==> src/design/cfp_pkg.sv <==
`default_nettype none
package cfp_pkg;

   localparam logic [7:0] HEADER_BYTE = 8'hAA;
   localparam logic [7:0] CRC_POLY    = 8'h31;
   localparam logic [7:0] CRC_MSB     = 8'h80;

   localparam int PAYLOAD_BYTES = 4;
   localparam int FRAME_BITS    = 48;
   localparam int BIT_CNT_W     = $clog2(FRAME_BITS);
   localparam int STEP_W        = $clog2(PAYLOAD_BYTES + 1);
   localparam int QUEUE_DEPTH   = 2;
   localparam int QUEUE_PTR_W   = $clog2(QUEUE_DEPTH);
   localparam int QUEUE_CNT_W   = $clog2(QUEUE_DEPTH + 1);

   localparam logic [BIT_CNT_W-1:0] LAST_BIT_IDX = BIT_CNT_W'(FRAME_BITS - 1);
   localparam logic [STEP_W-1:0]    STEP_DONE    = STEP_W'(PAYLOAD_BYTES);

   // one byte through the msb-first crc register, eight shift steps
   function automatic logic [7:0] crc8_byte(input logic [7:0] crc, input logic [7:0] data);
      logic [7:0] r;
      r = crc ^ data;
      for (int k = 0; k < 8; k++) begin
         if ((r & CRC_MSB) != 8'h00) begin
            r = {r[6:0], 1'b0} ^ CRC_POLY;
         end else begin
            r = {r[6:0], 1'b0};
         end
      end
      return r;
   endfunction

   // crc after the fixed header byte, start value zero
   localparam logic [7:0] HEADER_CRC = crc8_byte(8'h00, HEADER_BYTE);

   typedef struct packed {
      logic [31:0] payload;
      logic [7:0]  crc;
   } frame_type;

   typedef struct packed {
      logic full;
      logic empty;
   } queue_status_type;

endpackage
`default_nettype wire

==> src/design/cfp_front.sv <==
`default_nettype none
module cfp_front (
   input  wire logic                       clock,
   input  wire logic                       reset,
   input  wire logic                       req_valid,
   output logic                            req_stall,
   input  wire logic [31:0]                req_payload_word,
   input  wire cfp_pkg::queue_status_type  q_status,
   output logic                            q_push,
   output cfp_pkg::frame_type              q_frame
);

   logic                        busy_ff, busy_in;
   logic [cfp_pkg::STEP_W-1:0]  step_ff, step_in;
   logic [31:0]                 word_ff, word_in;
   logic [7:0]                  crc_ff, crc_in;
   logic                        take;
   logic                        holding;

   assign holding   = (step_ff == cfp_pkg::STEP_DONE);
   assign q_push    = busy_ff && holding && !q_status.full;
   assign req_stall = busy_ff;
   assign take      = req_valid && !busy_ff;

   assign q_frame.payload = word_ff;
   assign q_frame.crc     = crc_ff;

   always_comb begin
      busy_in = busy_ff;
      step_in = step_ff;
      word_in = word_ff;
      crc_in  = crc_ff;
      if (take) begin
         busy_in = 1'b1;
         step_in = '0;
         word_in = req_payload_word;
         crc_in  = cfp_pkg::HEADER_CRC;
      end else if (busy_ff && !holding) begin
         // one payload byte a cycle, word rotates back to its original order
         crc_in  = cfp_pkg::crc8_byte(crc_ff, word_ff[31:24]);
         word_in = {word_ff[23:0], word_ff[31:24]};
         step_in = step_ff + 1'b1;
      end else if (q_push) begin
         busy_in = 1'b0;
      end
   end

   always_ff @(posedge clock) begin
      if (reset) begin
         busy_ff <= 1'b0;
         step_ff <= '0;
      end else begin
         busy_ff <= busy_in;
         step_ff <= step_in;
      end
      word_ff <= word_in;
      crc_ff  <= crc_in;
   end

endmodule
`default_nettype wire

==> src/design/cfp_queue.sv <==
`default_nettype none
module cfp_queue (
   input  wire logic                       clock,
   input  wire logic                       reset,
   input  wire logic                       push,
   input  wire cfp_pkg::frame_type         push_frame,
   input  wire logic                       pop,
   output cfp_pkg::frame_type              pop_frame,
   output cfp_pkg::queue_status_type       status
);

   cfp_pkg::frame_type                  mem_ff [cfp_pkg::QUEUE_DEPTH];
   logic [cfp_pkg::QUEUE_PTR_W-1:0]     wr_ptr_ff, wr_ptr_in;
   logic [cfp_pkg::QUEUE_PTR_W-1:0]     rd_ptr_ff, rd_ptr_in;
   logic [cfp_pkg::QUEUE_CNT_W-1:0]     count_ff, count_in;

   assign status.full  = (count_ff == cfp_pkg::QUEUE_CNT_W'(cfp_pkg::QUEUE_DEPTH));
   assign status.empty = (count_ff == '0);
   assign pop_frame    = mem_ff[rd_ptr_ff];

   always_comb begin
      wr_ptr_in = wr_ptr_ff;
      rd_ptr_in = rd_ptr_ff;
      count_in  = count_ff;
      if (push) begin
         wr_ptr_in = wr_ptr_ff + 1'b1;
      end
      if (pop) begin
         rd_ptr_in = rd_ptr_ff + 1'b1;
      end
      if (push && !pop) begin
         count_in = count_ff + 1'b1;
      end else if (pop && !push) begin
         count_in = count_ff - 1'b1;
      end
   end

   always_ff @(posedge clock) begin
      if (reset) begin
         wr_ptr_ff <= '0;
         rd_ptr_ff <= '0;
         count_ff  <= '0;
      end else begin
         wr_ptr_ff <= wr_ptr_in;
         rd_ptr_ff <= rd_ptr_in;
         count_ff  <= count_in;
      end
      if (push) begin
         mem_ff[wr_ptr_ff] <= push_frame;
      end
   end

endmodule
`default_nettype wire

==> src/design/cfp_back.sv <==
`default_nettype none
module cfp_back (
   input  wire logic                       clock,
   input  wire logic                       reset,
   input  wire cfp_pkg::queue_status_type  q_status,
   input  wire cfp_pkg::frame_type         q_frame,
   output logic                            q_pop,
   output logic                            rsp_valid,
   input  wire logic                       rsp_stall,
   output logic                            rsp_line_bit,
   output logic                            rsp_last_bit
);

   logic                                valid_ff, valid_in;
   logic [cfp_pkg::BIT_CNT_W-1:0]       cnt_ff, cnt_in;
   logic [cfp_pkg::FRAME_BITS-1:0]      shift_ff, shift_in;
   logic                                at_last;
   logic                                sent;

   assign at_last      = (cnt_ff == cfp_pkg::LAST_BIT_IDX);
   assign sent         = valid_ff && !rsp_stall;
   assign q_pop        = !q_status.empty && (!valid_ff || (sent && at_last));
   assign rsp_valid    = valid_ff;
   assign rsp_line_bit = shift_ff[cfp_pkg::FRAME_BITS-1];
   assign rsp_last_bit = at_last;

   always_comb begin
      valid_in = valid_ff;
      cnt_in   = cnt_ff;
      shift_in = shift_ff;
      if (q_pop) begin
         valid_in = 1'b1;
         cnt_in   = '0;
         shift_in = {cfp_pkg::HEADER_BYTE, q_frame.payload, q_frame.crc};
      end else if (sent) begin
         if (at_last) begin
            valid_in = 1'b0;
         end else begin
            cnt_in   = cnt_ff + 1'b1;
            shift_in = {shift_ff[cfp_pkg::FRAME_BITS-2:0], 1'b0};
         end
      end
   end

   always_ff @(posedge clock) begin
      if (reset) begin
         valid_ff <= 1'b0;
         cnt_ff   <= '0;
      end else begin
         valid_ff <= valid_in;
         cnt_ff   <= cnt_in;
      end
      shift_ff <= shift_in;
   end

endmodule
`default_nettype wire

==> src/design/crc8_packet_framer_serializer.sv <==
`default_nettype none
// Frames each 32-bit request as header 0xAA, the four payload bytes (bits 31..24 first)
// and a CRC-8 (poly 0x31, init 0, no reflection, no final xor) over those five bytes,
// then sends the 48 packet bits one per cycle while rsp_stall is low, msb first per byte,
// with rsp_last_bit high on the final bit. The front computes the CRC one byte a cycle
// and passes the frame through a two-entry queue, so while a frame waits in the queue
// packets follow each other with no idle bit, and the next request is taken while the
// current packet is still shifting out.
module crc8_packet_framer_serializer (
   input  wire logic        clock,
   input  wire logic        reset,
   input  wire logic        req_valid,
   output logic             req_stall,
   input  wire logic [31:0] req_payload_word,
   output logic             rsp_valid,
   input  wire logic        rsp_stall,
   output logic             rsp_line_bit,
   output logic             rsp_last_bit
);

   cfp_pkg::frame_type         push_frame;
   cfp_pkg::frame_type         pop_frame;
   cfp_pkg::queue_status_type  q_status;
   logic                       q_push;
   logic                       q_pop;

   cfp_front u_front (
      .clock            (clock),
      .reset            (reset),
      .req_valid        (req_valid),
      .req_stall        (req_stall),
      .req_payload_word (req_payload_word),
      .q_status         (q_status),
      .q_push           (q_push),
      .q_frame          (push_frame)
   );

   cfp_queue u_queue (
      .clock      (clock),
      .reset      (reset),
      .push       (q_push),
      .push_frame (push_frame),
      .pop        (q_pop),
      .pop_frame  (pop_frame),
      .status     (q_status)
   );

   cfp_back u_back (
      .clock        (clock),
      .reset        (reset),
      .q_status     (q_status),
      .q_frame      (pop_frame),
      .q_pop        (q_pop),
      .rsp_valid    (rsp_valid),
      .rsp_stall    (rsp_stall),
      .rsp_line_bit (rsp_line_bit),
      .rsp_last_bit (rsp_last_bit)
   );

endmodule
`default_nettype wire
==> config.mk <==
export PLATFORM = sky130hd
export DESIGN_NAME = crc8_packet_framer_serializer
export DESIGN_NICKNAME = d
export VERILOG_FILES = /design/src/design/cfp_pkg.sv /design/src/design/cfp_front.sv /design/src/design/cfp_queue.sv /design/src/design/cfp_back.sv /design/src/design/crc8_packet_framer_serializer.sv
export SDC_FILE = /design/constraint.sdc
export NUM_CORES = 1
export LEC_CHECK = 0
export ABC_CLOCK_PERIOD_IN_PS = 7200
export BUFFER_PORTS_ARGS = -buffer_cell sky130_fd_sc_hd__buf_2
export CAP_MARGIN = 25
export CORE_MARGIN = 1
export CORE_UTILIZATION = 25
export CTS_CLUSTER_DIAMETER = 50
export DETAILED_ROUTE_END_ITERATION = 10
export SYNTH_ARGS = -nofsm -noshare
export SYNTH_HDL_FRONTEND = slang
export SYNTH_SLANG_ARGS = --single-unit
==> constraint.sdc <==
create_clock -name clock -period 7.2 [get_ports clock]
set_clock_uncertainty 0.05 [all_clocks]
set_input_delay 0.36 -clock clock [delete_from_list [all_inputs] [get_ports clock]]
set_output_delay 0.36 -clock clock [all_outputs]
set_load 0.01 [all_outputs]
==> impl_metrics.ini, run 1 <==
[outcome]
status = finished clean

[layout]
drive_gt1_frac = 0.140
fin_nets = 629
n_antenna_cell = 0
fin_util = 0.296
register_area_um2 = 5210
n_fill_cell = 2891
multi_input_area_um2 = 1940
area_growth_pct = 16.6

[logic_synthesis]
synth_cell_type_count = 33
synthAdderAreaFrac = 0.00688
muxShareOfSynthArea = 0.0675
synth_edf_count = 152
post_synth_xor_area_fraction = 0.0442
ys.warnings.count = 0
synth_top_family_by_area = simple AND/OR/NAND/NOR gates
yosysSeqAreaShare = 0.716
syn_nets = 589
synth-seq-cells = 184
synth_compound_area_frac = 0.0439
syn_inst = 549
syn_area_per_cell_um2 = 13.2
synth-async-reset-ratio = 0
yosys.area_share.simple = 0.103
netlist_area_um2 = 7270
synth-main-ff-cell = edfxtp_1

[power]
switching_share = 0.299
ir_worst_vdd_uv = 163
combPwrFrac = 0.255
p_leak_nw = 3.04
power.internal_mw = 2.27
p_seq_frac = 0.489
p_switching_mw = 0.967
cellPowerDensity_nw_per_um2 = 381
pwr-share-clk = 0.257

[clocking]
clk_path_buf_depth = 2
cts-root-buf = clkbuf_16
cts_tree = built
clock_latency_ps = 430
numCtsBuffers = 17
cts_sinks = 184
postCtsHoldBufs = 0
cts_resized = 0
cts_max_level = 4
post_cts_buffers = 0
path_clk_slew_ps = 70

[placed_design]
io_buffer_count = 39
gp_congestion = 0.719
pre_cts_ws_ps = 4420
hpwl_um = 7900

[timing]
finalMaxSlewViolations = 0
hold_viol = 0
layout_min_cycle_time_ps = 2480
slew_headroom = 0.517
max_freq_mhz = 403
finalWorstSetupSlack_ps = 4720
tightest_slew_ps = 725
rsz0062_at_grt = no
setup_violations = 0
fin_setup_tns_ps = 0
period_share = 0.345

[floorplanning]
std_cell_rows = 62
die_area_um2 = 29800
dieHeight_um = 173
die_w_um = 173
coreArea_um2 = 28600
initial_core_util = 0.254
io_pins = 40

[detailed_routing]
via_per_inst = 4.03
dr.pass1.iters = 4
drc_errors = 0
dr.first_iter.drc_count = 286
wl_um = 12800
routedWlPerCell_um = 13.0
vias = 3977
ant_nets = 0

[critical_path]
crit_type = reg -> reg
critPathLaunchType = flop
worst_setup_path_end_kind = flop
crit_fanout = 83
crit_path_cell_trace = ha_1 -> nand2_1 -> o41ai_2 -> o21a_1 -> inv_2 -> buf_4 -> nand2_1 -> o21ai_0
crit_arrival_ps = 2570
cpMostUsedCell = nand2_1
slowest_stage = o21a_1
worst_path_largest_cell_delay_ps = 450
critPathRequiredTime_ps = 7290

[worst_hold_path]
worstHoldPathType = in -> reg

[job]
cap_violations = 0

[global_route]
grt_max_degree = 84
antenna_found_initial = 0
grtUsageTotal = 0.0908
grt_pass1_wl_um = 20800
first_global_vias = 3972
gr-total-overflow = 0
-- sequential cells by signal (all words and copies together), names as in the netlist, named ones only --
name / count
u_queue.mem_ff: 80
u_back.shift_ff: 48
u_front.word_ff: 32
u_front.crc_ff: 8
u_back.cnt_ff: 6
u_front.step_ff: 3
u_queue.count_ff: 2
u_back.rsp_valid: 1
u_front.req_stall: 1
u_queue.rd_ptr_ff: 1
u_queue.wr_ptr_ff: 1
-- path summary, 6_finish.rpt --
kind	startpoint	to	slack, ps	depth (start not counted)
max	u_back.cnt_ff[0]	u_back.shift_ff[11]	4720	8
max reg2reg	u_back.cnt_ff[0]	u_back.shift_ff[11]	4720	8
min reg2reg	u_front.word_ff[17]	u_queue.mem_ff[1][25]	430	0
min	req_payload_word[20]	u_front.word_ff[20]	140	3
-- through the flow --
step           hold WS [ps]  cells  power, mW  instance area [µm²]
6_report                143    986       3.23                 8480
5_1_grt                 131    986       3.44                 8480
4_1_cts                 125    984       3.26                 8440
3_5_place_dp            410    952       2.42                 7910
3_3_place_gp            403    952       2.41                 7910
2_1_floorplan           391    549       2.23                 7270
-- power groups by stage --
stage / clock network (mW) / registers (mW) / logic [mW]
finish: 0.831 / 1.58 / 0.823
global placement: 0 / 1.60 / 0.802
global route: 0.899 / 1.60 / 0.940
detailed placement: 0 / 1.61 / 0.811
CTS: 0.857 / 1.59 / 0.816
floorplan: 0 / 1.56 / 0.667
-- cells in the mapped netlist (4+ instances only) --
master    number  share of area
xnor2_1       15          0.018
xor2_1        12          0.014
mux2i_1       49          0.067
nor3_1        12         0.0083
inv_1          6         0.0031
a21oi_1        9         0.0062
nand2_1      147          0.076
ha_1           4         0.0069
buf_2          4         0.0028
clkbuf_1      21          0.011
nand3_1        4         0.0028
o21ai_0       42          0.029
edfxtp_1     152           0.63
nor2_1        17         0.0088
dfxtp_1       32          0.088
-- routing by layer --
metal / vias to the layer above / wire length [µm] / track usage
li1: 2014 / - / -
met1: 1886 / 5890 / 0.111
met2: 62 / 6380 / 0.149
met3: 15 / 408 / 0.0246
met4: 0 / 153 / 0.0409
met5: - / 0 / 0
-- logic make-up after synthesis --
logic type / count (synthesis)
AOI/OAI and AO/OA: 58
and+or+nand+nor: 189
buffers and inverters: 34
muxes: 49
adders and majority gates: 4
xor gates and xnor gates: 31
DFF: 184
-- area by class of cell --
class                           count  share of cell area
Tap cell                          384              0.0567
Multi-Input combinational cell    331               0.229
Inverter                            7             0.00310
Timing Repair Buffer               48              0.0339
Clock buffer                       19              0.0511
Sequential cell                   184               0.614
Clock inverter                     13              0.0117
-- cell usage in the layout (no fill, tap or decap), types with 2 or more instances in the layout --
| cell | count |
|---|---|
| a21oi_1 | 9 |
| clkinv_1 | 4 |
| buf_2 | 39 |
| ha_1 | 4 |
| nor3_1 | 12 |
| o21ai_0 | 42 |
| buf_4 | 7 |
| inv_1 | 6 |
| buf_12 | 2 |
| nor2_1 | 17 |
| clkbuf_1 | 2 |
| nand2_1 | 147 |
| nand4_1 | 2 |
| mux2i_1 | 49 |
| xor2_1 | 12 |
| xnor3_1 | 2 |
| dfxtp_1 | 31 |
| clkinv_4 | 3 |
| xnor2_1 | 15 |
| edfxtp_1 | 152 |
| or3_1 | 2 |
| inv_6 | 2 |
| clkbuf_16 | 17 |
| nand3_1 | 4 |
-- worst max-delay path, delay by kind of cell (launching register included) --
kind                     cells  cell delay, ps
adder cells (fa/ha/maj)      1             210
flip-flops                   1             390
buffers and inverters        2             420
AO/OA/AOI/OAI                3             790
AND/OR/NAND/NOR              2             280
No activity file was read; power rests on OpenSTA's default activity.
==> run 2, diff against run 1 <==
--- a/config.mk
+++ b/config.mk
@@ -5,7 +5,7 @@
 export SDC_FILE = /design/constraint.sdc
 export NUM_CORES = 1
 export LEC_CHECK = 0
-export ABC_CLOCK_PERIOD_IN_PS = 7200
+export ABC_CLOCK_PERIOD_IN_PS = 2600
 export BUFFER_PORTS_ARGS = -buffer_cell sky130_fd_sc_hd__buf_2
 export CAP_MARGIN = 25
 export CORE_MARGIN = 1
==> constraint.sdc (replaced) <==
create_clock -name clock -period 2.6 [get_ports clock]
set_clock_uncertainty 0.05 [all_clocks]
set_input_delay 0.13 -clock clock [delete_from_list [all_inputs] [get_ports clock]]
set_output_delay 0.13 -clock clock [all_outputs]
set_load 0.01 [all_outputs]
==> run 2 against run 1 <==
Clock-buffer cell count fell by 2. Die area did not move. Critical path depth fell by 1. Worst hold slack got worse by 130 ps. Setup slack got worse by 4300 ps. First-iteration DRC count fell by 13%. Fmax rose by 13%. Sequential share of layout area fell by 3.4 points. Clock power rose to 3.1 times the previous value. Via count rose by 5.5%. Sequential cell count did not move. Critical endpoint is now u_back.shift_ff[1]. Largest cell class unchanged.
==> impl_metrics.ini, run 2 (synthesis results as in run 1) <==
[global_route]
grtUsageTotal = 0.0978
first_global_vias = 4263
grt_pass1_wl_um = 22200
antenna_found_initial = 0
grt_max_degree = 84
gr-total-overflow = 0

[power]
p_leak_nw = 3.26
ir_worst_vdd_uv = 479
cellPowerDensity_nw_per_um2 = 1050
power_mw = 9.46

[layout]
drive_gt1_frac = 0.148
largest_reg_flops = 80
regMostFlops = u_queue.mem_ff
n_antenna_cell = 0
reg.largest.list = u_queue.mem_ff: 80 flops, u_back.shift_ff: 48 flops, u_front.word_ff: 32 flops
register_area_um2 = 5210
n_fill_cell = 2817
multi_input_area_um2 = 1940
area_growth_pct = 23.5
final_cell_mix = 152 x edfxtp_1, 147 x nand2_1, 49 x mux2i_1
fin_nets = 669
mostFrequentLayoutCell = edfxtp_1

[critical_path]
critPathRequiredTime_ps = 2670
crit_type = reg -> reg
crit_fanout = 40
worst_setup_path_end_kind = flop
critPathLaunchType = flop
crit_arrival_ps = 2270

[detailed_routing]
drc_errors = 0
dr.pass1.iters = 5
dr.first_iter.drc_count = 250
vias = 4195
routedWlPerCell_um = 13.4
via_per_inst = 4.09
ant_nets = 0
wl_um = 13700

[clocking]
cts_sinks = 184
clock_latency_ps = 440
cts-root-buf = clkbuf_16
post_cts_buffers = 0
path_clk_slew_ps = 70
cts_tree = built
cts_max_level = 4
numCtsBuffers = 17
postCtsHoldBufs = 35
clk_path_buf_depth = 2
cts_resized = 0

[job]
cap_violations = 0

[timing]
setup_violations = 0
slew_headroom = 0.616
finalMaxSlewViolations = 0
tightest_slew_ps = 577
fin_setup_tns_ps = 0
layout_min_cycle_time_ps = 2200
hold_viol = 0
period_share = 0.847
max_freq_mhz = 454
rsz0062_at_grt = no

[floorplanning]
initial_core_util = 0.254
coreArea_um2 = 28600
die_area_um2 = 29800
dieHeight_um = 173
std_cell_rows = 62
die_w_um = 173
io_pins = 40

[outcome]
status = finished clean

[placed_design]
hpwl_um = 8480
io_buffer_count = 39
gp_congestion = 0.739

[worst_hold_path]
worstHoldPathType = in -> reg
-- run 2: changes by cell type in the layout (fill, tap and decap cells not counted) --
cell,before,now
clkbuf_1,2,0
clkinv_4,3,1
clkinv_8,1,3
inv_12,0,1
clkinv_1,4,0
bufinv_16,0,1
clkinvlp_4,1,3
buf_4,7,9
buf_12,2,5
inv_6,2,1
dlygate4sd3_1,0,35
inv_8,1,4
-- run 2: path summary, 6_finish.rpt --
path                        start                    end  slack [ps]  cells after the start
max              u_back.cnt_ff[0]     u_back.shift_ff[1]         400                      7
min          req_payload_word[30]    u_front.word_ff[30]          10                      3
max reg2reg      u_back.cnt_ff[0]     u_back.shift_ff[1]         400                      7
min reg2reg   u_front.word_ff[11]  u_queue.mem_ff[1][19]         430                      0
-- run 2: area by class of cell --
cell class | count | area share
clock buffer | 17 | 0.0474
tap | 384 | 0.0535
clock inverter | 15 | 0.0206
inverter | 7 | 0.00293
multi-input combinational | 331 | 0.216
timing repair buffer | 88 | 0.0794
sequential | 184 | 0.580
-- run 2: critical path: stages (launching register included) --
cell and delay, ps:
dfxtp_1 400, ha_1 220, nand2_1 110, o41ai_2 270, o21a_1 210, buf_4 200
or2_2 160, buf_12 230
-- run 2: metrics by stage --
stage,worst slack [ps],std cells,util,hold slack [ps],cell area (µm²)
final,398,1026,0.314,14.7,8980
after CTS,385,1026,0.314,11.8,8980
after global routing,217,1026,0.314,0.570,8980
after detailed placement,411,959,0.280,344,8020
after global placement,487,959,0.280,339,8020
after floorplan,97.4,549,-,242,7270
-- run 2: power by group --
group	total, mW	switching (mW)	leakage (nW)	internal, mW
Sequential	4.42	0.347	1.69	4.07
Clock	2.60	1.22	0.289	1.38
Combinational	2.44	1.36	1.29	1.08
Total	9.46	2.92	3.26	6.53
-- run 2: layer usage --
layer	wire [µm]	up-vias	global-route usage
li1	-	2096	-
met1	6180	2013	0.117
met2	6890	67	0.165
met3	406	19	0.0255
met4	274	0	0.0435
met5	0	-	0
